`src/sv/axypc_pkg.sv`:
```
// package: widths, payload and control types, register codes and reset values
`default_nettype none

package axypc_pkg;

    // sample and output widths
    localparam int SAMPLE_BITS = 12;
    localparam int OUT_BITS    = 15;

    // configuration field widths
    localparam int BOUND_BITS = 14;
    localparam int SHIFT_BITS = 3;
    localparam int THR_BITS   = 12;
    localparam int CFG_IDX_W  = 4;
    localparam int CFG_DATA_W = 14;

    // derived widths for the lane datapath
    localparam int NUM_BITS   = (SAMPLE_BITS > BOUND_BITS) ? SAMPLE_BITS : BOUND_BITS;
    localparam int CLAMP_BITS = NUM_BITS + 2;
    localparam int CMP_BITS   = (SAMPLE_BITS > THR_BITS) ? SAMPLE_BITS : THR_BITS;
    localparam int CNT_BITS   = $clog2(OUT_BITS);

    localparam logic [SAMPLE_BITS-1:0] SAMPLE_MAX = {SAMPLE_BITS{1'b1}};

    // register reset values
    localparam logic [BOUND_BITS-1:0] X_LOW_RST   = BOUND_BITS'(200);
    localparam logic [BOUND_BITS-1:0] X_HIGH_RST  = BOUND_BITS'(3900);
    localparam logic [BOUND_BITS-1:0] Y_LOW_RST   = BOUND_BITS'(200);
    localparam logic [BOUND_BITS-1:0] Y_HIGH_RST  = BOUND_BITS'(3900);
    localparam logic [SHIFT_BITS-1:0] SHIFT_RST   = SHIFT_BITS'(4);
    localparam logic [THR_BITS-1:0]   THR_RST     = THR_BITS'(12);

    // register indexes
    typedef enum logic [CFG_IDX_W-1:0] {
        CFG_X_LOW    = 4'd0,
        CFG_X_HIGH   = 4'd1,
        CFG_Y_LOW    = 4'd2,
        CFG_Y_HIGH   = 4'd3,
        CFG_INVERT_X = 4'd4,
        CFG_INVERT_Y = 4'd5,
        CFG_SHIFT    = 4'd6,
        CFG_MOVE_THR = 4'd7
    } t_cfg_idx;

    // operation codes
    typedef enum logic {
        OP_SAMPLE = 1'b0,
        OP_PRESET = 1'b1
    } t_op;

    // payload of one input beat
    typedef struct packed {
        logic                   operation;
        logic [SAMPLE_BITS-1:0] sample_x;
        logic [SAMPLE_BITS-1:0] sample_y;
    } t_in_item;

    // payload of one output beat
    typedef struct packed {
        logic [OUT_BITS-1:0]    pos_x;
        logic [OUT_BITS-1:0]    pos_y;
        logic [SAMPLE_BITS-1:0] held_x;
        logic [SAMPLE_BITS-1:0] held_y;
        logic                   moved;
    } t_out_item;

    // per-lane configuration
    typedef struct packed {
        logic [BOUND_BITS-1:0] low;
        logic [BOUND_BITS-1:0] high;
        logic                  invert;
        logic [SHIFT_BITS-1:0] shift;
        logic [THR_BITS-1:0]   thr;
    } t_lane_cfg;

    // command from the controller to a lane
    typedef struct packed {
        logic start;
        logic preset;
        logic moved;
    } t_lane_cmd;

    // lane sequencer states
    typedef enum logic [1:0] {
        LS_IDLE,
        LS_PREP,
        LS_LOAD,
        LS_DIV
    } t_lane_state;

    // top-level controller states
    typedef enum logic [1:0] {
        TS_IDLE,
        TS_BUSY,
        TS_WAIT
    } t_top_state;

endpackage

`default_nettype wire

```
`src/sv/axypc_lane.sv`:
```
// one axis lane: deadband check, iir filter, clamp and bit-serial scaling divider
`default_nettype none

module axypc_lane
    import axypc_pkg::*;
(
    input  wire logic                   i_clk,
    input  wire logic                   i_rst_n,
    input  wire t_lane_cmd              i_cmd,
    input  wire logic [SAMPLE_BITS-1:0] i_sample,
    input  wire t_lane_cfg              i_cfg,
    output logic                        o_exceed,
    output logic                        o_done,
    output logic [SAMPLE_BITS-1:0]      o_held,
    output logic [OUT_BITS-1:0]         o_pos
);

    t_lane_state r_state, n_state;
    logic        r_done, n_done;
    logic [SAMPLE_BITS-1:0] r_held, n_held;
    logic [SAMPLE_BITS-1:0] r_smooth, n_smooth;
    logic [CNT_BITS-1:0]    r_cnt;
    logic [NUM_BITS-1:0]    r_num, r_den, r_rem;
    logic [OUT_BITS-1:0]    r_quo;

    logic [CMP_BITS-1:0]     abs_diff;
    logic [SAMPLE_BITS-1:0]  target;
    logic signed [SAMPLE_BITS:0] diff, biased, step;
    logic [SAMPLE_BITS:0]    bias;

    logic signed [CLAMP_BITS-1:0] lo_e, hi_e, lo_u, hi_u, v_e, vc, num_full, den_full;
    logic                         empty;

    logic [NUM_BITS+OUT_BITS-1:0] prod;
    logic [NUM_BITS:0]            rem_sh, rem_sub;
    logic                         ge;

    // deadband: raw change against the held value
    always_comb begin
        if (i_sample > r_held) begin
            abs_diff = CMP_BITS'(i_sample - r_held);
        end else begin
            abs_diff = CMP_BITS'(r_held - i_sample);
        end
        o_exceed = abs_diff > CMP_BITS'(i_cfg.thr);
    end

    // iir step, divided by a power of two with truncation toward zero
    always_comb begin
        target = i_cmd.moved ? i_sample : r_held;
        diff   = $signed({1'b0, target}) - $signed({1'b0, r_smooth});
        bias   = ~({(SAMPLE_BITS+1){1'b1}} << i_cfg.shift);
        biased = diff + $signed(bias);
        step   = (diff < 0) ? (biased >>> i_cfg.shift) : (diff >>> i_cfg.shift);
        n_held   = (i_cmd.preset || i_cmd.moved) ? i_sample : r_held;
        n_smooth = i_cmd.preset ? i_sample : (r_smooth + step[SAMPLE_BITS-1:0]);
    end

    // clamp to the bounds, falling back to the full sample range when empty
    always_comb begin
        lo_e  = CLAMP_BITS'($signed(i_cfg.low));
        hi_e  = CLAMP_BITS'($signed(i_cfg.high));
        empty = hi_e <= lo_e;
        lo_u  = empty ? '0 : lo_e;
        hi_u  = empty ? $signed({{(CLAMP_BITS-SAMPLE_BITS){1'b0}}, SAMPLE_MAX}) : hi_e;
        v_e   = $signed({{(CLAMP_BITS-SAMPLE_BITS){1'b0}}, r_smooth});
        if (v_e < lo_u) begin
            vc = lo_u;
        end else if (v_e > hi_u) begin
            vc = hi_u;
        end else begin
            vc = v_e;
        end
        num_full = vc - lo_u;
        den_full = hi_u - lo_u;
    end

    // dividend num * (2^OUT_BITS - 1) and one restoring division step
    always_comb begin
        prod    = {r_num, {OUT_BITS{1'b0}}} - {{OUT_BITS{1'b0}}, r_num};
        rem_sh  = {r_rem, r_quo[OUT_BITS-1]};
        ge      = rem_sh >= {1'b0, r_den};
        rem_sub = rem_sh - {1'b0, r_den};
    end

    // sequencer
    always_comb begin
        n_state = r_state;
        n_done  = 1'b0;
        unique case (r_state)
            LS_IDLE: begin
                if (i_cmd.start) begin
                    n_state = LS_PREP;
                end
            end
            LS_PREP: begin
                n_state = LS_LOAD;
            end
            LS_LOAD: begin
                n_state = LS_DIV;
            end
            LS_DIV: begin
                if (r_cnt == '0) begin
                    n_state = LS_IDLE;
                    n_done  = 1'b1;
                end
            end
            default: begin
                n_state = LS_IDLE;
            end
        endcase
    end

    // control and axis state
    always_ff @(posedge i_clk) begin
        if (!i_rst_n) begin
            r_state  <= LS_IDLE;
            r_done   <= 1'b0;
            r_held   <= '0;
            r_smooth <= '0;
            r_cnt    <= '0;
        end else begin
            r_state <= n_state;
            r_done  <= n_done;
            if (i_cmd.start) begin
                r_held   <= n_held;
                r_smooth <= n_smooth;
            end
            if (r_state == LS_LOAD) begin
                r_cnt <= CNT_BITS'(OUT_BITS - 1);
            end else if (r_state == LS_DIV) begin
                r_cnt <= r_cnt - 1'b1;
            end
        end
    end

    // divider datapath
    always_ff @(posedge i_clk) begin
        if (r_state == LS_PREP) begin
            r_num <= num_full[NUM_BITS-1:0];
            r_den <= den_full[NUM_BITS-1:0];
        end
        if (r_state == LS_LOAD) begin
            r_rem <= prod[NUM_BITS+OUT_BITS-1:OUT_BITS];
            r_quo <= prod[OUT_BITS-1:0];
        end else if (r_state == LS_DIV) begin
            r_rem <= ge ? rem_sub[NUM_BITS-1:0] : rem_sh[NUM_BITS-1:0];
            r_quo <= {r_quo[OUT_BITS-2:0], ge};
        end
    end

    // mirrored output is full scale minus value, i.e. the complement
    assign o_pos  = i_cfg.invert ? ~r_quo : r_quo;
    assign o_done = r_done;
    assign o_held = r_held;

endmodule

`default_nettype wire

```
`src/sv/axypc_merge.sv`:
```
// merging stage: gathers both lanes into the registered output beat
`default_nettype none

module axypc_merge
    import axypc_pkg::*;
(
    input  wire logic                   i_clk,
    input  wire logic                   i_rst_n,
    input  wire logic                   i_load,
    input  wire logic                   i_moved,
    input  wire logic [OUT_BITS-1:0]    i_pos_x,
    input  wire logic [OUT_BITS-1:0]    i_pos_y,
    input  wire logic [SAMPLE_BITS-1:0] i_held_x,
    input  wire logic [SAMPLE_BITS-1:0] i_held_y,
    input  wire logic                   i_out_ready,
    output logic                        o_can_load,
    output logic                        o_out_valid,
    output t_out_item                   o_out_data
);

    logic      r_valid;
    t_out_item r_data, n_data;

    // combine lane results
    always_comb begin
        n_data.pos_x  = i_pos_x;
        n_data.pos_y  = i_pos_y;
        n_data.held_x = i_held_x;
        n_data.held_y = i_held_y;
        n_data.moved  = i_moved;
    end

    // output valid
    always_ff @(posedge i_clk) begin
        if (!i_rst_n) begin
            r_valid <= 1'b0;
        end else if (i_load) begin
            r_valid <= 1'b1;
        end else if (i_out_ready) begin
            r_valid <= 1'b0;
        end
    end

    // output payload
    always_ff @(posedge i_clk) begin
        if (i_load) begin
            r_data <= n_data;
        end
    end

    assign o_can_load  = !r_valid || i_out_ready;
    assign o_out_valid = r_valid;
    assign o_out_data  = r_data;

endmodule

`default_nettype wire

```
`src/sv/analog_xy_position_conditioner.sv`:
```
// top level: configuration registers, controller, two axis lanes and output stage
//
// Input channel: i_in_valid / o_in_ready with an t_in_item beat (operation,
// sample_x, sample_y). Output channel: o_out_valid / i_out_ready with a
// t_out_item beat (pos_x, pos_y, held_x, held_y, moved), one per input beat.
// Config channel: i_cfg_valid / o_cfg_ready, register index and write data;
// always ready, to be written only while no beat is in flight. Indexes
// beyond the register list are ignored.
// The X and Y lanes run side by side; each scales its axis with a restoring
// divider that produces one quotient bit per cycle.
// One input beat is processed at a time: input stays closed until the lanes
// have handed their results to the output register. A new input beat is
// taken while the last result waits in the output register.
// If the receiver stalls and the output register is still full when the
// lanes finish, the lanes hold their results and input stays blocked.
// Reset (synchronous, active low) restores register defaults and clears
// the held and filtered values and all control state.
`default_nettype none

module analog_xy_position_conditioner
    import axypc_pkg::*;
(
    input  wire logic                  i_clk,
    input  wire logic                  i_rst_n,
    input  wire logic                  i_in_valid,
    output logic                       o_in_ready,
    input  wire t_in_item              i_in_data,
    output logic                       o_out_valid,
    input  wire logic                  i_out_ready,
    output t_out_item                  o_out_data,
    input  wire logic                  i_cfg_valid,
    output logic                       o_cfg_ready,
    input  wire logic [CFG_IDX_W-1:0]  i_cfg_index,
    input  wire logic [CFG_DATA_W-1:0] i_cfg_data
);

    logic [BOUND_BITS-1:0] r_x_low, r_x_high, r_y_low, r_y_high;
    logic                  r_invert_x, r_invert_y;
    logic [SHIFT_BITS-1:0] r_shift;
    logic [THR_BITS-1:0]   r_thr;

    t_top_state r_state, n_state;
    logic       r_moved;
    logic       accept, moved_now, load, can_load, both_done;
    logic       exceed_x, exceed_y, done_x, done_y;

    t_lane_cmd  cmd;
    t_lane_cfg  cfg_x, cfg_y;

    logic [OUT_BITS-1:0]    pos_x, pos_y;
    logic [SAMPLE_BITS-1:0] held_x, held_y;

    // configuration registers
    always_ff @(posedge i_clk) begin
        if (!i_rst_n) begin
            r_x_low    <= X_LOW_RST;
            r_x_high   <= X_HIGH_RST;
            r_y_low    <= Y_LOW_RST;
            r_y_high   <= Y_HIGH_RST;
            r_invert_x <= 1'b0;
            r_invert_y <= 1'b0;
            r_shift    <= SHIFT_RST;
            r_thr      <= THR_RST;
        end else if (i_cfg_valid) begin
            unique case (i_cfg_index)
                CFG_X_LOW:    r_x_low    <= i_cfg_data[BOUND_BITS-1:0];
                CFG_X_HIGH:   r_x_high   <= i_cfg_data[BOUND_BITS-1:0];
                CFG_Y_LOW:    r_y_low    <= i_cfg_data[BOUND_BITS-1:0];
                CFG_Y_HIGH:   r_y_high   <= i_cfg_data[BOUND_BITS-1:0];
                CFG_INVERT_X: r_invert_x <= i_cfg_data[0];
                CFG_INVERT_Y: r_invert_y <= i_cfg_data[0];
                CFG_SHIFT:    r_shift    <= i_cfg_data[SHIFT_BITS-1:0];
                CFG_MOVE_THR: r_thr      <= i_cfg_data[THR_BITS-1:0];
                default: begin
                end
            endcase
        end
    end

    assign o_cfg_ready = 1'b1;

    // lane configuration
    always_comb begin
        cfg_x.low    = r_x_low;
        cfg_x.high   = r_x_high;
        cfg_x.invert = r_invert_x;
        cfg_x.shift  = r_shift;
        cfg_x.thr    = r_thr;
        cfg_y.low    = r_y_low;
        cfg_y.high   = r_y_high;
        cfg_y.invert = r_invert_y;
        cfg_y.shift  = r_shift;
        cfg_y.thr    = r_thr;
    end

    // accept and the shared deadband decision across both axes
    always_comb begin
        accept     = i_in_valid && o_in_ready;
        moved_now  = (i_in_data.operation == OP_SAMPLE) && (exceed_x || exceed_y);
        cmd.start  = accept;
        cmd.preset = (i_in_data.operation == OP_PRESET);
        cmd.moved  = moved_now;
        both_done  = done_x && done_y;
    end

    // controller
    always_comb begin
        n_state    = r_state;
        load       = 1'b0;
        o_in_ready = 1'b0;
        unique case (r_state)
            TS_IDLE: begin
                o_in_ready = 1'b1;
                if (i_in_valid) begin
                    n_state = TS_BUSY;
                end
            end
            TS_BUSY: begin
                if (both_done) begin
                    if (can_load) begin
                        load    = 1'b1;
                        n_state = TS_IDLE;
                    end else begin
                        n_state = TS_WAIT;
                    end
                end
            end
            TS_WAIT: begin
                if (can_load) begin
                    load    = 1'b1;
                    n_state = TS_IDLE;
                end
            end
            default: begin
                n_state = TS_IDLE;
            end
        endcase
    end

    always_ff @(posedge i_clk) begin
        if (!i_rst_n) begin
            r_state <= TS_IDLE;
            r_moved <= 1'b0;
        end else begin
            r_state <= n_state;
            if (accept) begin
                r_moved <= moved_now;
            end
        end
    end

    // x lane
    axypc_lane u_lane_x (
        .i_clk    (i_clk),
        .i_rst_n  (i_rst_n),
        .i_cmd    (cmd),
        .i_sample (i_in_data.sample_x),
        .i_cfg    (cfg_x),
        .o_exceed (exceed_x),
        .o_done   (done_x),
        .o_held   (held_x),
        .o_pos    (pos_x)
    );

    // y lane
    axypc_lane u_lane_y (
        .i_clk    (i_clk),
        .i_rst_n  (i_rst_n),
        .i_cmd    (cmd),
        .i_sample (i_in_data.sample_y),
        .i_cfg    (cfg_y),
        .o_exceed (exceed_y),
        .o_done   (done_y),
        .o_held   (held_y),
        .o_pos    (pos_y)
    );

    // output stage
    axypc_merge u_merge (
        .i_clk       (i_clk),
        .i_rst_n     (i_rst_n),
        .i_load      (load),
        .i_moved     (r_moved),
        .i_pos_x     (pos_x),
        .i_pos_y     (pos_y),
        .i_held_x    (held_x),
        .i_held_y    (held_y),
        .i_out_ready (i_out_ready),
        .o_can_load  (can_load),
        .o_out_valid (o_out_valid),
        .o_out_data  (o_out_data)
    );

endmodule

`default_nettype wire

```
`config.mk`:
```
export PLATFORM = sky130hd
export DESIGN_NAME = analog_xy_position_conditioner
export DESIGN_NICKNAME = d
export VERILOG_FILES = /design/src/sv/axypc_pkg.sv /design/src/sv/axypc_lane.sv /design/src/sv/axypc_merge.sv /design/src/sv/analog_xy_position_conditioner.sv
export SDC_FILE = /design/constraint.sdc
export NUM_CORES = 1
export LEC_CHECK = 0
export BUFFER_PORTS_ARGS = -buffer_cell sky130_fd_sc_hd__buf_2
export CAP_MARGIN = 15
export CORE_UTILIZATION = 35
export CTS_CLUSTER_DIAMETER = 50
export DETAILED_ROUTE_END_ITERATION = 16
export PLACE_DENSITY = 0.56
export SKIP_CTS_REPAIR_TIMING = 1
export SYNTH_ARGS = -nofsm -noshare
export SYNTH_HDL_FRONTEND = slang
export SYNTH_HIERARCHICAL = 1
export SYNTH_SLANG_ARGS = --single-unit
```
`constraint.sdc`:
```
create_clock -name i_clk -period 12.3 [get_ports i_clk]
set_input_delay 0.615 -clock i_clk [delete_from_list [all_inputs] [get_ports i_clk]]
set_output_delay 0.615 -clock i_clk [all_outputs]
set_load 0.01 [all_outputs]
```
==> results_dict.tcl <==
set metrics [dict create \
    hold_class "in2reg" \
    cts_tree "done" \
    final_max_slew_viol_count 0 \
    worstSetupEndpointType "register" \
    core_area_um2 75820 \
    ant_nets 0 \
    dp_hpwl_um 57770 \
    slew_headroom 0.2444 \
    synth.distinct_cells 112 \
    powerDensity_nw_per_um2 227.8 \
    wirelength_um 74560 \
    io_buffers 104 \
    path_common_cell "a21o_1" \
    gp_congestion 0.9095 \
    yosys-top-cells-area "edfxtp_1 19%, ha_1 14%, dfxtp_1 10%" \
    die_h_um 278.8 \
    yosys_warnings 6 \
    synth-edff-count 169 \
    grt_setup_unrepaired "false" \
    path_buf_inv 2 \
    grt-busiest-layer "met2" \
    cap_viol_max_count 0 \
    die_x_um 278.8 \
    syn_avg_cell_area_um2 8.695 \
    fin_area_um2 29910 \
    fillers 7698 \
    synthesis.instances 3084 \
    remaining_drc_errors 0 \
    yosysSeqAreaShare 0.2930 \
    drive_gt1_frac 0.09959 \
    met3_usage 0.02293 \
    grt_usage 0.1890 \
    htreeDepth 2 \
    final_cells 4162 \
    clkTransAtPathRegs_ns 0.06 \
    dpl_cell_area_um2 28230 \
    cp_top_family "compound AO/OA/AOI/OAI gates" \
    cp.required_ns 12.77 \
    finClkSkew_ns 0.02167 \
    clk_path_buf_depth 3 \
    grt_max_degree 87 \
    status "completed" \
    cts.sinks 308 \
    syn2layout_area_growth_pct 11.54 \
    num_rows 101 \
    critPathMaxStageDelay_ns 0.72 \
    antenna_found_initial 7 \
    worstPathMaxFanout 16 \
    vias 22330 \
    synthTopCellsByCount "296 x ha_1, 293 x nand2_1, 273 x inv_1, 236 x nor2_1, 179 x a21oi_1" \
    die_area_um2 77720 \
    grt_pass1_wl_um 117700 \
    tightest_slew_ns 1.129 \
    p_leak_nw 12.61 \
    period_needed_ns 11.06 \
    ys_seq_elements 308 \
    num_io_pins 106 \
    hold_viol_final 0 \
    fin_nets 3500 \
    async_flop_share 0 \
    numCtsBuffers 50 \
    grt_pass1_vias 21170 \
    cp.arrival_ns 11.53 \
    drt_iter0_markers 1430 \
    synthesis.area_um2 26810 \
    dr.pass1.iters 6 \
    peakVddDrop_mv 0.1114 \
    synth_top_area_share 0.1893 \
    met2_usage 0.2981 \
    cpMaxStageDelayCell "a2111oi_0" \
    initial_core_util 0.3536 \
    yosysMostFrequentCell "ha_1" \
    finalSetupTns_ns 0 \
    startpoint_type "register" \
    globalRouteMet1Util 0.2673 \
    cts-root-buf "clkbuf_16" \
    postSynthNetCount 3442 \
    yosysTopAreaCell "edfxtp_1" \
    overflow 0 \
    wl_per_cell_um 17.92 \
    fmax_ghz 0.09040 \
    setup_viol 0 \
    dp.cells 4068 \
    clkLatencyLatePin_ns 0.59 \
    criticalPathCategory "reg2reg" \
    synthFlopType "edfxtp_1" \
    viasPerCell 5.365 \
    finalCritPeriodShare 0.8993 \
]
==> tightest hold or removal path, cell delays in order <==
cell,delay (ns)
buf_2,0.09
nor2b_1,0.05
mux2i_1,0.11
==> path summary, 6_finish.rpt <==
check	startpoint	to	slack, ns	depth (start not counted)
worst max register to register	u_lane_y/o_held[1]	u_lane_y/r_smooth[11]	1.24	44
worst min register to register	r_x_high[0]	r_x_high[0]	0.48	2
worst max-delay path	u_lane_y/o_held[1]	u_lane_y/r_smooth[11]	1.24	44
worst min-delay path	i_cfg_data[4]	r_x_high[4]	0.31	3
==> cell families (layout without fill, tap and decap cells) <==
| family | count (synthesis) | after routing | share of synthesized area |
|---|---|---|---|
| flops | 308 | 308 | 0.2930 |
| simple gates | 925 | 925 | 0.1659 |
| buf+inv | 400 | 499 | 0.05945 |
| xor+xnor | 179 | 179 | 0.05847 |
| other cells | 1 | 2 | 0.0001398 |
| mux | 167 | 167 | 0.06817 |
| compound gates | 794 | 794 | 0.2062 |
| fa+ha+maj | 310 | 310 | 0.1486 |
==> power breakdown <==
| part | internal (W) | total, W | switching (W) |
|---|---|---|---|
| logic | 0.00163 | 0.00377 | 0.00214 |
| registers | 0.00143 | 0.00165 | 0.000221 |
| clock network | 0.000843 | 0.00139 | 0.000548 |
==> metrics by stage <==
step	utilization	hold WS [ns]	total power [W]	setup slack (ns)
2_1_floorplan	-	0.4000	0.004562	2.246
3_3_place_gp	0.3723	0.4623	0.005397	1.258
3_5_place_dp	0.3723	0.4716	0.005410	1.079
4_1_cts	0.3944	0.2717	0.006846	1.392
5_1_grt	0.3944	0.2980	0.007371	0.5728
6_report	0.3945	0.3115	0.006814	1.239
==> layout by cell type (no fill, tap or decap), types with 31 or more instances in the layout <==
cell       netlist  routed
ha_1           296     296
nand2_1        293     293
nor2b_1         77      77
a21boi_0        49      49
nor3_1          61      60
buf_2           16     103
clkbuf_16        0      52
a21o_1          89      89
a211oi_1        39      39
edfxtp_1       169     169
dfxtp_1        139     139
o211ai_1        36      36
mux2i_1        134     134
xor2_1          87      87
a21oi_1        179     179
xnor2_1         92      92
inv_1          273     272
o21ai_0        149     149
nor2_1         236     234
nand4_1         31      31
nand3_1         66      66
==> routing by layer <==
metal / wire, um / part of all wire / vias up
met5: 28 / 0.00038 / -
met4: 2051 / 0.028 / 6
met3: 3121 / 0.042 / 122
met2: 32570 / 0.44 / 493
met1: 36790 / 0.49 / 10480
li1: - / - / 11230
==> area by class of cell <==
class / instances / area (um^2) / area share
clock buffer: 59 / 1348 / 0.04505
sequential: 308 / 7858 / 0.2627
tap: 978 / 1224 / 0.04091
multi-input combinational: 2376 / 17390 / 0.5815
inverter: 276 / 1036 / 0.03464
clock inverter: 34 / 332.8 / 0.01113
timing repair buffer: 130 / 718.2 / 0.02401
antenna: 1 / 2.502 / 0.00008366
==> state kept, by name, summed over array words and instances, names as in the netlist, 4 cells and up <==
name                cells
u_merge/o_out_data     55
u_lane_x/r_quo         15
u_lane_y/r_quo         15
r_x_high               14
r_x_low                14
r_y_high               14
r_y_low                14
u_lane_x/r_den         14
u_lane_x/r_num         14
u_lane_x/r_rem         14
u_lane_y/r_den         14
u_lane_y/r_num         14
u_lane_y/r_rem         14
r_thr                  12
u_lane_x/o_held        12
u_lane_x/r_smooth      12
u_lane_y/o_held        12
u_lane_y/r_smooth      12
u_lane_x/r_cnt          4
u_lane_y/r_cnt          4
Note: power is estimated with default switching activity, not from simulation.
